<file path="config.mk">
export PLATFORM = sky130hd
export DESIGN_NAME = acet_front
export DESIGN_NICKNAME = d
export VERILOG_FILES = /design/src/rtl/acet_pkg.sv /design/src/rtl/acet_front.sv
export SDC_FILE = /design/constraint.sdc
export NUM_CORES = 1
export LEC_CHECK = 0
export ABC_AREA = 1
export BUFFER_PORTS_ARGS = -buffer_cell sky130_fd_sc_hd__buf_2
export CORE_ASPECT_RATIO = 1.2
export CORE_UTILIZATION = 40
export CTS_CLUSTER_SIZE = 24
export DETAILED_ROUTE_END_ITERATION = 16
export GPL_TIMING_DRIVEN = 0
export SKIP_LAST_GASP = 1
export SYNTH_ARGS = -nofsm -noshare
export SYNTH_HDL_FRONTEND = slang
export SYNTH_SLANG_ARGS = --single-unit
export TNS_END_PERCENT = 10
</file>
<file path="constraint.sdc">
create_clock -name clk -period 21.1 [get_ports clk]
set_input_delay 2.11 -clock clk [delete_from_list [all_inputs] [get_ports clk]]
set_output_delay 2.11 -clock clk [all_outputs]
set_load 0.01 [all_outputs]
</file>
<file path="src/rtl/acet_pkg.sv">
// Shared types and constants for the AABB contact event tracker.
`timescale 1ns / 1ps
`default_nettype none
package acet_pkg;

  localparam int NUM_TYPES_DEF     = 8;
  localparam int MAX_COLLIDERS_DEF = 64;
  localparam int COORD_WIDTH_DEF   = 16;

  localparam int TYPE_PAIR_W = 6;
  localparam int ID_W        = 6;
  localparam int ID_EXT_W    = 8;   // holds any id below the largest collider count
  localparam int CFG_W       = 64;
  localparam int EVT_W       = 2;

  typedef enum logic [EVT_W-1:0] {
    EV_NONE  = 2'd0,
    EV_ENTER = 2'd1,
    EV_STAY  = 2'd2,
    EV_EXIT  = 2'd3
  } contact_event_t;

  // Classification of one candidate pair, passed from front to back.
  typedef struct packed {
    logic pair_ok;   // enabled types, distinct in-range ids
    logic ov;        // boxes overlap
    logic dead;
  } pair_class_t;

  // Back-end status seen by the front.
  typedef struct packed {
    logic clearing;
  } back_status_t;

endpackage
`default_nettype wire

</file>
<file path="src/rtl/acet_front.sv">
// Front end: takes candidate pairs, checks enables and ids, tests box overlap.
`timescale 1ns / 1ps
`default_nettype none
module acet_front #(
  parameter int NUM_TYPES     = acet_pkg::NUM_TYPES_DEF,
  parameter int MAX_COLLIDERS = acet_pkg::MAX_COLLIDERS_DEF,
  parameter int COORD_WIDTH   = acet_pkg::COORD_WIDTH_DEF,
  parameter int IDX_W         = $clog2(MAX_COLLIDERS),
  parameter int ADDR_W        = 2 * IDX_W
) (
  input  wire logic                              clk,
  input  wire logic                              rst,
  input  wire logic                              cfg_valid,
  output logic                                   cfg_ready,
  input  wire logic [acet_pkg::CFG_W-1:0]        cfg_data,
  input  wire logic                              in_valid,
  output logic                                   in_ready,
  input  wire logic [acet_pkg::TYPE_PAIR_W-1:0]  type_pair,
  input  wire logic [acet_pkg::ID_W-1:0]         left_id,
  input  wire logic [acet_pkg::ID_W-1:0]         right_id,
  input  wire logic signed [COORD_WIDTH-1:0]     left_x,
  input  wire logic signed [COORD_WIDTH-1:0]     left_y,
  input  wire logic [COORD_WIDTH-1:0]            left_w,
  input  wire logic [COORD_WIDTH-1:0]            left_h,
  input  wire logic signed [COORD_WIDTH-1:0]     right_x,
  input  wire logic signed [COORD_WIDTH-1:0]     right_y,
  input  wire logic [COORD_WIDTH-1:0]            right_w,
  input  wire logic [COORD_WIDTH-1:0]            right_h,
  input  wire logic                              either_dead,
  input  wire acet_pkg::back_status_t            back_status,
  input  wire logic                              q_full,
  output logic                                   q_push,
  output acet_pkg::pair_class_t                  q_cls,
  output logic [ADDR_W-1:0]                      q_idx
);
  import acet_pkg::*;

  localparam int CW = COORD_WIDTH;

  logic [CFG_W-1:0] type_pair_enable;

  // stage 1: differences and size sums
  logic                s1_valid;
  logic signed [CW:0]  s1_dx;
  logic signed [CW:0]  s1_dy;
  logic [CW:0]         s1_ws;
  logic [CW:0]         s1_hs;
  logic                s1_pair_ok;
  logic                s1_dead;
  logic [ADDR_W-1:0]   s1_idx;

  logic [2:0]          row;
  logic [2:0]          col;
  logic                types_ok;
  logic                ids_ok;
  logic [ID_EXT_W-1:0] lid_ext;
  logic [ID_EXT_W-1:0] rid_ext;
  logic                s1_load;

  logic [CW:0]         adx;
  logic [CW:0]         ady;

  assign cfg_ready = 1'b1;

  assign row      = type_pair[5:3];
  assign col      = type_pair[2:0];
  assign types_ok = (32'(row) < NUM_TYPES) && (32'(col) < NUM_TYPES)
                    && type_pair_enable[type_pair];
  assign ids_ok   = (left_id != right_id) && (32'(left_id) < MAX_COLLIDERS)
                    && (32'(right_id) < MAX_COLLIDERS);
  assign lid_ext  = ID_EXT_W'(left_id);
  assign rid_ext  = ID_EXT_W'(right_id);

  assign in_ready = !back_status.clearing && (!s1_valid || !q_full);
  assign s1_load  = in_valid && in_ready;
  assign q_push   = s1_valid && !q_full;

  always_ff @(posedge clk) begin
    if (rst) begin
      type_pair_enable <= '0;
    end else if (cfg_valid && cfg_ready) begin
      type_pair_enable <= cfg_data;
    end
  end

  always_ff @(posedge clk) begin
    if (rst) begin
      s1_valid <= 1'b0;
    end else if (s1_load) begin
      s1_valid <= 1'b1;
    end else if (q_push) begin
      s1_valid <= 1'b0;
    end
  end

  always_ff @(posedge clk) begin
    if (s1_load) begin
      s1_dx      <= {right_x[CW-1], right_x} - {left_x[CW-1], left_x};
      s1_dy      <= {right_y[CW-1], right_y} - {left_y[CW-1], left_y};
      s1_ws      <= {1'b0, left_w} + {1'b0, right_w};
      s1_hs      <= {1'b0, left_h} + {1'b0, right_h};
      s1_pair_ok <= types_ok && ids_ok;
      s1_dead    <= either_dead;
      s1_idx     <= {lid_ext[IDX_W-1:0], rid_ext[IDX_W-1:0]};
    end
  end

  // stage 2: magnitude and compare, 2|d| < sum
  assign adx = s1_dx[CW] ? (~s1_dx + 1'b1) : s1_dx;
  assign ady = s1_dy[CW] ? (~s1_dy + 1'b1) : s1_dy;

  always_comb begin
    q_cls.pair_ok = s1_pair_ok;
    q_cls.ov      = ({adx, 1'b0} < {1'b0, s1_ws}) && ({ady, 1'b0} < {1'b0, s1_hs});
    q_cls.dead    = s1_dead;
    q_idx         = s1_idx;
  end
endmodule
`default_nettype wire

</file>
==> results.py <==
metrics = {
    "clocking": {
        "root_buffer": "clkbuf_16",
        "cts_resized": 0,
        "clk_pin_slew_worst_paths_ns": 0.07,
        "cts.sink_count": 147,
        "clockBufferDepth": 2,
        "h-tree-depth": 4,
        "hold_buffers": 0,
        "numCtsBuffers": 17,
        "postCtsSetupBuffers": 0,
        "worstSkewPairLatency_ns": 0.43,
        "cts_tree": "done",
    },
    "global_routing": {
        "antenna_found_initial": 2,
        "grt_max_degree": 17,
        "grt_pass1_vias": 8894,
        "grt_pass1_wl_um": 41520,
        "grt_usage_pct": 20.02,
        "grt-ovfl-total": 0,
    },
    "route": {
        "num_vias": 9277,
        "ant_nets": 0,
        "first_pass_iters": 5,
        "totalWireLength_um": 25470,
        "viasPerCell": 4.855,
        "drc_errors": 0,
        "drt_iter0_markers": 391,
        "wire_per_inst_um": 13.33,
    },
    "pwr": {
        "comb_power_share_pct": 24.3,
        "p_sw_mw": 0.2609,
        "power_frac_clock_pct": 36.0,
        "power_density_nw_per_um2": 68.60,
        "switching_share_pct": 30.46,
        "power_mw": 0.8565,
        "p_int_mw": 0.5956,
        "seq_power_share_pct": 39.8,
        "p_leak_nw": 6.079,
        "ir_drop_mv": 0.04049,
    },
    "setup_path": {
        "worstSetupPathType": "register to primary output",
        "critPathMaxFanout": 4,
        "worstPathCellList": "inv_1, ha_1, nand2_1, nor2_2, a31oi_1, a21oi_1, xnor2_1, ha_1, a21oi_1, o211ai_1, nor2_1, nand3_1, nor2_1, buf_2",
        "cp_top_family": "simple AND/OR/NAND/NOR gates",
        "cp.arrival_ns": 3.12,
        "r2r_cells": 7,
        "reg2reg_slack_ns": 19.09,
        "timing.rr.end": "s1_dy[6]$_DFFE_PP_",
        "reg2reg_from": "s1_valid$_SDFFE_PP0P_",
        "cp.required_ns": 18.99,
        "cp_num_buf_inv": 2,
        "cp-end-kind": "primary output",
        "cp_slowest_stage_delay_ns": 0.40,
        "start_kind": "register",
        "cp_slowest_cell": "edfxtp_1",
    },
    "timing": {
        "post-route-period-util_pct": 24.77,
        "fin_crit_ns": 5.226,
        "maxSlewViolCount": 0,
        "rsz0062_at_grt": "false",
        "setup_viol": 0,
        "finalSetupTns_ns": 0,
        "worst_slew_pin_slew_ns": 0.7146,
        "relSlewSlack_pct": 51.92,
        "clock_skew_ns": 0.01295,
        "hold_violations": 0,
        "maxClockFrequency_mhz": 191.3,
        "fin_ws_ns": 15.87,
    },
    "placement": {
        "dp.cells": 1879,
        "pre_cts_ws_ns": 16.31,
        "place.gp.congestion": 0.8490,
        "portBuffers": 229,
        "dp_hpwl_um": 20880,
    },
    "layout": {
        "utilization_pct": 50.13,
        "layout.cells.non_filler": 1911,
        "drive_above_1_share_pct": 19.99,
        "num_antenna_cells": 0,
        "fin_nets": 1892,
        "areaGrowthSynthToFinish_pct": 21.84,
    },
    "yosys": {
        "synth-warning-count": 0,
        "synthArstFlopShare_pct": 0,
        "syn_avg_cell_area_um2": 7.775,
        "yosysTopAreaCell": "edfxtp_1",
        "ys_seq_area_share_pct": 36.73,
        "synth_area_um2": 10250,
        "synthCells": 1318,
        "synth_most_common_cell": "nand2_1",
        "ys_top_cells_by_area": "edfxtp_1 (24%), dfxtp_1 (13%), ha_1 (12%), nand2_1 (8.8%), nor2_1 (7.0%)",
        "synthFlopType": "edfxtp_1",
        "synth-edff-count": 82,
        "yosysTopAreaCellShare_pct": 24.03,
        "synthTopCellsByCount": "nand2_1 (240), nor2_1 (192), inv_1 (165), o21ai_0 (105), ha_1 (98)",
        "synth_cell_types": 44,
        "ys_ff_latch": 147,
        "syn_nets": 1637,
    },
    "hold_path": {
        "hp-class": "register to register",
        "hold_depth": 2,
        "whs_endpoint": "type_pair_enable[26]$_SDFFE_PP0P_",
        "worst_hold_startpoint": "type_pair_enable[26]$_SDFFE_PP0P_",
    },
    "run": {
        "cap_violations": 0,
    },
    "floorplan": {
        "fp-row-count": 63,
        "num_io_pins": 235,
        "die_h_um": 177.3,
        "initial_core_util_pct": 41.14,
        "fp.dieArea_um2": 26270,
        "die_width_um": 148.1,
        "core_area_um2": 24910,
    },
    "outcome": {
        "status": "completed",
    },
}
## worst reg2reg max path: stages (launching register included)
cell	delay [ns]
dfxtp_1	0.31
nand2_1	0.05
inv_1	0.06
nor3b_2	0.50
buf_6	0.23
buf_6	0.18
buf_6	0.20
buf_6	0.19
## layout by cell type, fill, tap and decap left out, types with 6 or more instances in the layout
cell       count
nand3_1       84
o21ai_1        6
nor3_1        12
o21ai_0      105
buf_2        232
nand2_1      240
xor2_1        46
a21oi_1       78
inv_1        165
dfxtp_1       65
o21ai_2       11
xnor2_1       30
ha_1          98
a21oi_4        7
buf_6         12
buf_4          6
clkbuf_1      20
edfxtp_1      82
clkbuf_16     17
nor2_1       192
o31ai_1        7
## through the flow
step | area (um^2) | hold WS, ns
2_1_floorplan | 10250 | 0.4626
6_report | 12490 | 0.5009
3_5_place_dp | 11890 | 0.4831
5_1_grt | 12490 | 0.5287
3_3_place_gp | 11800 | 0.4788
4_1_cts | 12490 | 0.5028
## cell type report
| cell class | count | area (um^2) |
|---|---|---|
| Tap cell | 325 | 406.6 |
| Inverter | 168 | 635.6 |
| Multi-Input combinational cell | 967 | 5647 |
| Timing Repair Buffer | 236 | 1229 |
| Clock buffer | 18 | 429.2 |
| Clock inverter | 14 | 168.9 |
| Fill cell | 2500 | 12420 |
| Buffer | 36 | 206.4 |
| Sequential cell | 147 | 3764 |
## logic make-up after synthesis
group           share of synthesized area, %
xor+xnor                               6.496
compound gates                         13.88
fa+ha+maj                              12.75
other cells                          0.03659
buf+inv                                8.217
simple gates                           21.89
flops                                  36.73
## power groups by stage
| stage | clock network (mW) | logic, mW | registers (mW) |
|---|---|---|---|
| after floorplan | 0 | 0.144 | 0.346 |
| after global placement | 0 | 0.204 | 0.349 |
| after detailed placement | 0 | 0.209 | 0.346 |
| after CTS | 0.315 | 0.210 | 0.340 |
| after global routing | 0.327 | 0.238 | 0.343 |
| final | 0.308 | 0.208 | 0.341 |
## per-layer routing
layer  GRT usage [%]  share of wire [%]  up-vias
met5               0              0.094        -
met4           6.658                2.1        4
met3           3.111                4.3       37
met2           36.83                 51      215
met1           23.46                 43     4160
li1                -                  -     4861
## how the worst max path moves through the flow
stage	start	to	depth (start not counted)
finish	s1_dx[0]$_DFFE_PP_	q_cls[1]	14
floorplan	q_full	q_idx[0]$_DFFE_PP_	3
global placement	q_full	s1_ws[3]$_DFFE_PP_	4
global route	s1_dx[0]$_DFFE_PP_	q_cls[1]	14
detailed placement	s1_dx[0]$_DFFE_PP_	q_cls[1]	14
CTS	s1_dx[0]$_DFFE_PP_	q_cls[1]	14
## state kept, by name (all words and copies together) (netlist names), 12 cells and up
register and count:
s1_hs 17, s1_dx 17, s1_dy 17, s1_ws 17
q_idx 12, type_pair_enable 64
No activity file was read; power rests on OpenSTA's default activity.
