[config.mk]
export PLATFORM = sky130hd
export DESIGN_NAME = acet_queue
export DESIGN_NICKNAME = d
export VERILOG_FILES = /design/src/rtl/acet_pkg.sv /design/src/rtl/acet_queue.sv
export SDC_FILE = /design/constraint.sdc
export NUM_CORES = 1
export LEC_CHECK = 0
export BUFFER_PORTS_ARGS = -buffer_cell sky130_fd_sc_hd__buf_4
export CAP_MARGIN = 20
export CORE_MARGIN = 5
export CORE_UTILIZATION = 45
export CTS_CLUSTER_DIAMETER = 150
export DETAILED_ROUTE_END_ITERATION = 6
export PLACE_DENSITY = 0.72
export REMOVE_ABC_BUFFERS = 1
export SYNTH_ARGS = -nofsm -noshare
export SYNTH_HDL_FRONTEND = slang
export SYNTH_SLANG_ARGS = --single-unit
[constraint.sdc]
create_clock -name clk -period 2.55 [get_ports clk]
set_clock_uncertainty 0.1 [all_clocks]
set_input_delay 0.51 -clock clk [delete_from_list [all_inputs] [get_ports clk]]
set_output_delay 0.51 -clock clk [all_outputs]
set_load 0.05 [all_outputs]
[src/rtl/acet_pkg.sv]
// Shared types and constants for the AABB contact event tracker.
`timescale 1ns / 1ps
`default_nettype none
package acet_pkg;

  localparam int NUM_TYPES_DEF     = 8;
  localparam int MAX_COLLIDERS_DEF = 64;
  localparam int COORD_WIDTH_DEF   = 16;

  localparam int TYPE_PAIR_W = 6;
  localparam int ID_W        = 6;
  localparam int ID_EXT_W    = 8;   // holds any id below the largest collider count
  localparam int CFG_W       = 64;
  localparam int EVT_W       = 2;

  typedef enum logic [EVT_W-1:0] {
    EV_NONE  = 2'd0,
    EV_ENTER = 2'd1,
    EV_STAY  = 2'd2,
    EV_EXIT  = 2'd3
  } contact_event_t;

  // Classification of one candidate pair, passed from front to back.
  typedef struct packed {
    logic pair_ok;   // enabled types, distinct in-range ids
    logic ov;        // boxes overlap
    logic dead;
  } pair_class_t;

  // Back-end status seen by the front.
  typedef struct packed {
    logic clearing;
  } back_status_t;

endpackage
`default_nettype wire

[src/rtl/acet_queue.sv]
// Two-entry queue between the classifier front and the table back end.
`timescale 1ns / 1ps
`default_nettype none
module acet_queue #(
  parameter int W = 8
) (
  input  wire logic         clk,
  input  wire logic         rst,
  input  wire logic         push,
  input  wire logic [W-1:0] push_data,
  input  wire logic         pop,
  output logic [W-1:0]      pop_data,
  output logic              full,
  output logic              empty
);
  import acet_pkg::*;

  logic [W-1:0] slot [2];
  logic         wr_ptr;
  logic         rd_ptr;
  logic [1:0]   count;

  assign full     = (count == 2'd2);
  assign empty    = (count == 2'd0);
  assign pop_data = slot[rd_ptr];

  always_ff @(posedge clk) begin
    if (push) begin
      slot[wr_ptr] <= push_data;
    end
  end

  always_ff @(posedge clk) begin
    if (rst) begin
      wr_ptr <= 1'b0;
      rd_ptr <= 1'b0;
      count  <= 2'd0;
    end else begin
      if (push) wr_ptr <= ~wr_ptr;
      if (pop)  rd_ptr <= ~rd_ptr;
      unique case ({push, pop})
        2'b10:   count <= count + 2'd1;
        2'b01:   count <= count - 2'd1;
        default: count <= count;
      endcase
    end
  end

  a_no_overflow: assert property (@(posedge clk) disable iff (rst) !(push && full && !pop))
    else $error("queue push while full");
  a_no_underflow: assert property (@(posedge clk) disable iff (rst) !(pop && empty))
    else $error("queue pop while empty");
  a_count_up: assert property (@(posedge clk) disable iff (rst)
      (push && !pop) |=> (count == $past(count) + 2'd1))
    else $error("queue count did not follow push");
endmodule
`default_nettype wire

==> results of run 1 <==
[worst paths after layout]
check | startpoint | to | cells after the start
max | flop | pop_data[7] | 2
min | push_data[5] | slot[0][5]$_DFFE_PP_ | 1
max reg2reg | wr_ptr$_SDFFE_PP0P_ | slot[0][2]$_DFFE_PP_ | 1
min reg2reg | count[1]$_SDFFE_PP0P_ | count[1]$_SDFFE_PP0P_ | 2
[routing by layer]
layer | wire [um] | vias to the layer above | track usage, % | part of all wire (%)
li1 | - | 217 | - | -
met1 | 492 | 200 | 10.8 | 42
met2 | 571 | 16 | 18.0 | 49
met3 | 93 | 2 | 3.15 | 7.9
met4 | 18 | 0 | 7.86 | 1.5
met5 | 0 | - | 0 | 0
[synthesized netlist by cell type]
| master | n | area share [%] |
|---|---|---|
| or3_1 | 1 | 0.80 |
| o21ai_0 | 1 | 0.64 |
| dfxtp_1 | 5 | 13 |
| xnor2_1 | 3 | 3.4 |
| edfxtp_1 | 16 | 62 |
| a21oi_1 | 1 | 0.64 |
| and2_1 | 1 | 0.80 |
| ha_1 | 1 | 1.6 |
| xor2_1 | 1 | 1.1 |
| buf_2 | 1 | 0.64 |
| nor2_1 | 6 | 2.9 |
| mux2_2 | 8 | 12 |
| and2b_2 | 1 | 1.1 |
| inv_1 | 1 | 0.48 |
[cells by family after synthesis]
group	count (synthesis)	synth area share, %
AND/OR/NAND/NOR	9	5.61
buffers and inverters	2	1.12
adder cells (fa/ha/maj)	1	1.60
AO/OA/AOI/OAI	2	1.28
XOR/XNOR	4	4.49
flip-flops	21	74.4
multiplexers	8	11.5
[worst max-delay path: stages, from the launching register on]
cell,delay (ns)
dfxtp_1,0.55
mux2_2,0.38
buf_4,0.19
[cells in the final DEF (no fill, tap or decap)]
cell type,netlist,final
a21oi_1,1,1
and2_1,1,1
and2b_2,1,1
buf_4,0,21
clkbuf_4,0,3
clkinv_2,0,1
dfxtp_1,5,5
edfxtp_1,16,16
ha_1,1,1
inv_1,1,1
mux2_2,8,8
nor2_1,6,6
o21ai_0,1,1
or3_1,1,1
xnor2_1,3,3
xor2_1,1,1
[metrics by stage]
step / cells / area, um^2 / utilization, % / total power, W / hold WS, ns
after global placement: 84 / 955 / 56.5 / 0.000581 / 0.378
after detailed placement: 84 / 955 / 56.5 / 0.000584 / 0.395
final: 88 / 982 / 58.1 / 0.000725 / 0.291
after CTS: 88 / 982 / 58.1 / 0.000739 / 0.274
after global routing: 88 / 982 / 58.1 / 0.000764 / 0.264
after floorplan: 46 / 776 / - / 0.000529 / 0.361
[sequential cells by signal (all words and copies together), names as in the netlist, named ones only]
register and count:
wr_ptr 1, count 2, rd_ptr 1, slot 16
[cell type report]
type                       count  area, um^2
clock buffer                   3        22.5
fill                         138         707
inverter                       1        3.75
multi-input combinational     24         191
clock inverter                 1        5.00
timing repair buffer          21         158
tap                           17        21.3
sequential                    21         581
[power groups by stage]
stage,registers (W),clock network [W],logic [W]
floorplan,0.000413,0,0.000116
global placement,0.000416,0,0.000165
detailed placement,0.000418,0,0.000166
CTS,0.000410,0.000162,0.000167
global route,0.000413,0.000177,0.000175
finish,0.000409,0.000151,0.000165
==> out/results.ini, run 1 <==
[synthesis]
syn_inst=47
ys_types=14
yosys_warnings=0
yosys_register_bits=21
synth_area_per_cell_um2=16.6
syn_area_um2=781
yosysSeqAreaShare_pct=74.4

[drt]
vias=435
firstDrtPassIters=4
routedWlPerCell_um=13.4
drt_iter0_drc=4
wl_mm=1.18
drc=0
ant_nets=0
via_per_inst=4.94

[layout]
antenna_cells=0
drive_above_1_share_pct=47.9
syn_to_final_growth_pct=25.8
nNetsFinal=85

[setup_path]
critical_path_required_ns=1.94
crit_fanout=8
end_kind=primary output
regToRegSetupSlack_ns=1.24
worst-endpoint-arrival_ns=1.42
crit_path_start_kind=flop
path_class=reg -> out

[cts]
cts_setup_buffers=0
cts_buffer_depth=2
clock_sinks=21
clk_pin_slew_ns=0.11
clk_latency_ns=0.29
hold_buffers=0
ctsResizeCount=0
root_buffer=clkbuf_4
htreeDepth=1
cts_inserted_buffers=3
cts_tree=done

[floorplanning]
num_rows=15
die_w_um=51.7
core_area_um2=1690
die_area_um2=2670
ios=22
die-height_um=51.7
initial_core_util_pct=46.2

[place]
dp_slack_ns=0.837
post-dp-hpwl_um=847
port-buffer-count=21
globalplace.congestion=0.615

[global_routing]
grt_pass1_wl_mm=1.97
grt_max_degree=13
antenna_found_initial=0
gr-usage-all-layers_pct=10.6
overflow=0
grt_pass1_vias=488

[pwr]
comb_power_share_pct=22.8
p_leak_nw=0.387
clockPowerShare_pct=20.8
intPower_w=0.000516
swShare_pct=28.8
irDropWorstVdd_uv=348
p_switching_w=0.000209
seqPwrFrac_pct=56.4
cellPowerDensity_nw_per_um2=738

[sta]
rsz0062_at_grt=no
fin_crit_ns=2.03
setup_viol=0
fmax_ghz=0.493
setup_ws_ns=0.522
fin_crit_sh_pct=79.5
tns_ns=0
hold_violations=0
slew_headroom_pct=56.9
worstMarginPinSlew_ns=0.644
slew_violations=0

[outcome]
status=completed

[min_path]
hold_class=in -> reg

[flow_run]
maxCapViolCount=0

No activity file was read; power rests on OpenSTA's default activity.
==> run 2: changes to the inputs <==
- ABC_AREA: unset -> 1
- PLACE_DENSITY: 0.72 -> 0.71
- clock period: 2.55 -> 1.9 ns (I/O delays scaled with it)
==> run 2 against run 1 <==
Compared with the run above: via count up 14%; sequential cell count unchanged; first-iteration DRC count shrank 25%; design area rose by 7.5%; total power up 34%; non-clock buffer count rose by 2; global-route usage is 0.32 points higher; clock power rose by 37%; worst setup slack got worse by 0.44 ns.
==> out/results.ini, run 2 <==
[cts]
cts_tree=done
clk_pin_slew_ns=0.11  ; about the same
ctsResizeCount=0  ; unchanged
clock_sinks=21  ; unchanged
cts_inserted_buffers=3  ; unchanged
clk_latency_ns=0.30  ; about the same
htreeDepth=1  ; unchanged
cts_setup_buffers=0  ; unchanged
cts_buffer_depth=2  ; unchanged
root_buffer=clkbuf_4
hold_buffers=0  ; unchanged

[pwr]
cellPowerDensity_nw_per_um2=919  ; +25%
irDropWorstVdd_uv=558  ; +60%
power_w=0.000971  ; +34%
p_leak_nw=0.458  ; +18%

[synthesis]
synthTopCellsByCount=16 x edfxtp_1, 10 x nor2_1, 8 x mux2_4
ys.flop_type=edfxtp_1
yosysSeqAreaShare_pct=69.4  ; -5.0 points
yosysMostFrequentCell=edfxtp_1
async_flop_share_pct=0  ; unchanged
ys_types=13  ; -1
yosys.area.top_type=edfxtp_1
yosys_register_bits=21  ; unchanged
syn_area_um2=837  ; +7.2%
synth_area_leaders=edfxtp_1 57%, mux2_4 14%, dfxtp_1 12%
synth_area_per_cell_um2=14.4  ; -13%
yosys_warnings=0  ; unchanged
synth_edf_count=16  ; unchanged
syn_inst=58  ; +23%
yosys.area.top_type_share_pct=57.4  ; -4.1 points

[floorplanning]
initial_core_util_pct=48.0  ; +1.7 points
die_area_um2=2820  ; +5.8%
die_w_um=53.1  ; +2.9%
die-height_um=53.1  ; +2.9%
core_area_um2=1750  ; +3.3%
num_rows=15  ; unchanged
ios=22  ; unchanged

[sta]
slew_headroom_pct=76.2  ; +19 points
hold_violations=0  ; unchanged
tns_ns=0  ; unchanged
fin_crit_ns=1.81
setup_viol=0  ; unchanged
setup_ws_ns=0.0869  ; -0.435 ns
slew_violations=0  ; unchanged
rsz0062_at_grt=no
fin_crit_sh_pct=95.4
worstMarginPinSlew_ns=0.356  ; -0.288 ns
fmax_ghz=0.552

[layout]
mostFrequentLayoutCell=buf_4
nNetsFinal=98  ; +15%
regArea_um2=581  ; unchanged
final_area_um2=1060  ; +7.5%
multi_input_area_um2=219  ; +14%
instances_no_fill=109  ; +24%
mostFrequentLayoutCells=23 x buf_4, 16 x edfxtp_1, 10 x nor2_1
regMostFlops=slot
drive_above_1_share_pct=40.5  ; -7.4 points
largest_register_ffs=16  ; unchanged
reg_top3=slot: 16 flops, count: 2 flops
antenna_cells=0  ; unchanged
fillers=136  ; -1.4%
syn_to_final_growth_pct=26.2

[setup_path]
path_buf_inv=2  ; +1
cp_slowest_stage_delay_ns=0.33  ; -0.22 ns
end_kind=primary output
critical_path_required_ns=1.42  ; -0.52 ns
worst-endpoint-arrival_ns=1.33  ; -0.09 ns
crit_fanout=8  ; unchanged
crit_family=buffers and inverters
cpMostUsedCell=buf_4
regToRegSetupSlack_ns=0.67  ; -0.57 ns
path_class=reg -> out
crit_path_start_kind=flop
crit_chain=buf_4 -> mux2_4 -> buf_4
crit_path_top_delay_cell=dfxtp_1

[global_routing]
gr-usage-all-layers_pct=10.9  ; +0.32 points
overflow=0  ; unchanged
grt_pass1_vias=503  ; +3.1%
antenna_found_initial=0  ; unchanged
grt_pass1_wl_mm=2.13  ; +7.7%
grt_max_degree=12  ; -1

[place]
post_dp_cell_area_um2=1030  ; +7.9%
port-buffer-count=21  ; unchanged
globalplace.congestion=0.703  ; +14%
dp_slack_ns=0.407  ; -0.430 ns
dp_cells=105  ; +25%
post-dp-hpwl_um=996  ; +18%

[drt]
ant_nets=0  ; unchanged
wl_mm=1.29  ; +10%
routedWlPerCell_um=11.9  ; -11%
drc=0  ; unchanged
drt_iter0_drc=3  ; -1
vias=498  ; +14%
via_per_inst=4.57  ; -7.6%
firstDrtPassIters=2  ; -2

[min_path]
hold_class=in -> reg

[outcome]
status=completed

[flow_run]
maxCapViolCount=0  ; unchanged

## run 2: worst paths after layout
path / startpoint / end / cells after the start
max: flop / pop_data[4] / 3
min: rst / rd_ptr$_SDFFE_PP0P_ / 2
max reg2reg: wr_ptr$_SDFFE_PP0P_ / slot[0][7]$_DFFE_PP_ / 2
min reg2reg: wr_ptr$_SDFFE_PP0P_ / wr_ptr$_SDFFE_PP0P_ / 2
## run 2: cell families after synthesis
logic type	synth area share, %
DFF	69.4
and+or+nand+nor	8.07
buffers and inverters	4.48
xor gates and xnor gates	1.05
muxes	14.4
AOI/OAI and AO/OA	1.19
adders and majority gates	1.49
## run 2: power by group
group,internal [W],switching (W),total [W],leakage [nW]
registers,0.000525,0.0000125,0.000537,0.192
clock network,0.0000818,0.000125,0.000207,0.0150
logic,0.0000894,0.000137,0.000227,0.252
total,0.000696,0.000275,0.000971,0.458
## run 2: final cells by class
| type | instances | share of cell area [%] |
|---|---|---|
| clock buffers | 4 | 2.49 |
| inverters | 7 | 2.49 |
| multi-input cells | 29 | 20.7 |
| flip-flops and latches | 21 | 55.0 |
| well taps | 25 | 2.96 |
| repair buffers | 23 | 16.4 |
## run 2: routing by layer
metal | share of wire (%) | GRT usage [%] | up-vias
met3 | 6.0 | 3.38 | 2
met5 | 0 | 0 | -
li1 | - | - | 251
met1 | 43 | 11.7 | 232
met4 | 0.77 | 6.38 | 0
met2 | 50 | 18.6 | 13
## run 2: through the flow
step | utilization, % | hold WS (ns)
3_3_place_gp | 59.0 | 0.398
4_1_cts | 60.5 | 0.141
6_report | 60.5 | 0.154
3_5_place_dp | 59.0 | 0.408
2_1_floorplan | - | 0.352
5_1_grt | 60.5 | 0.139
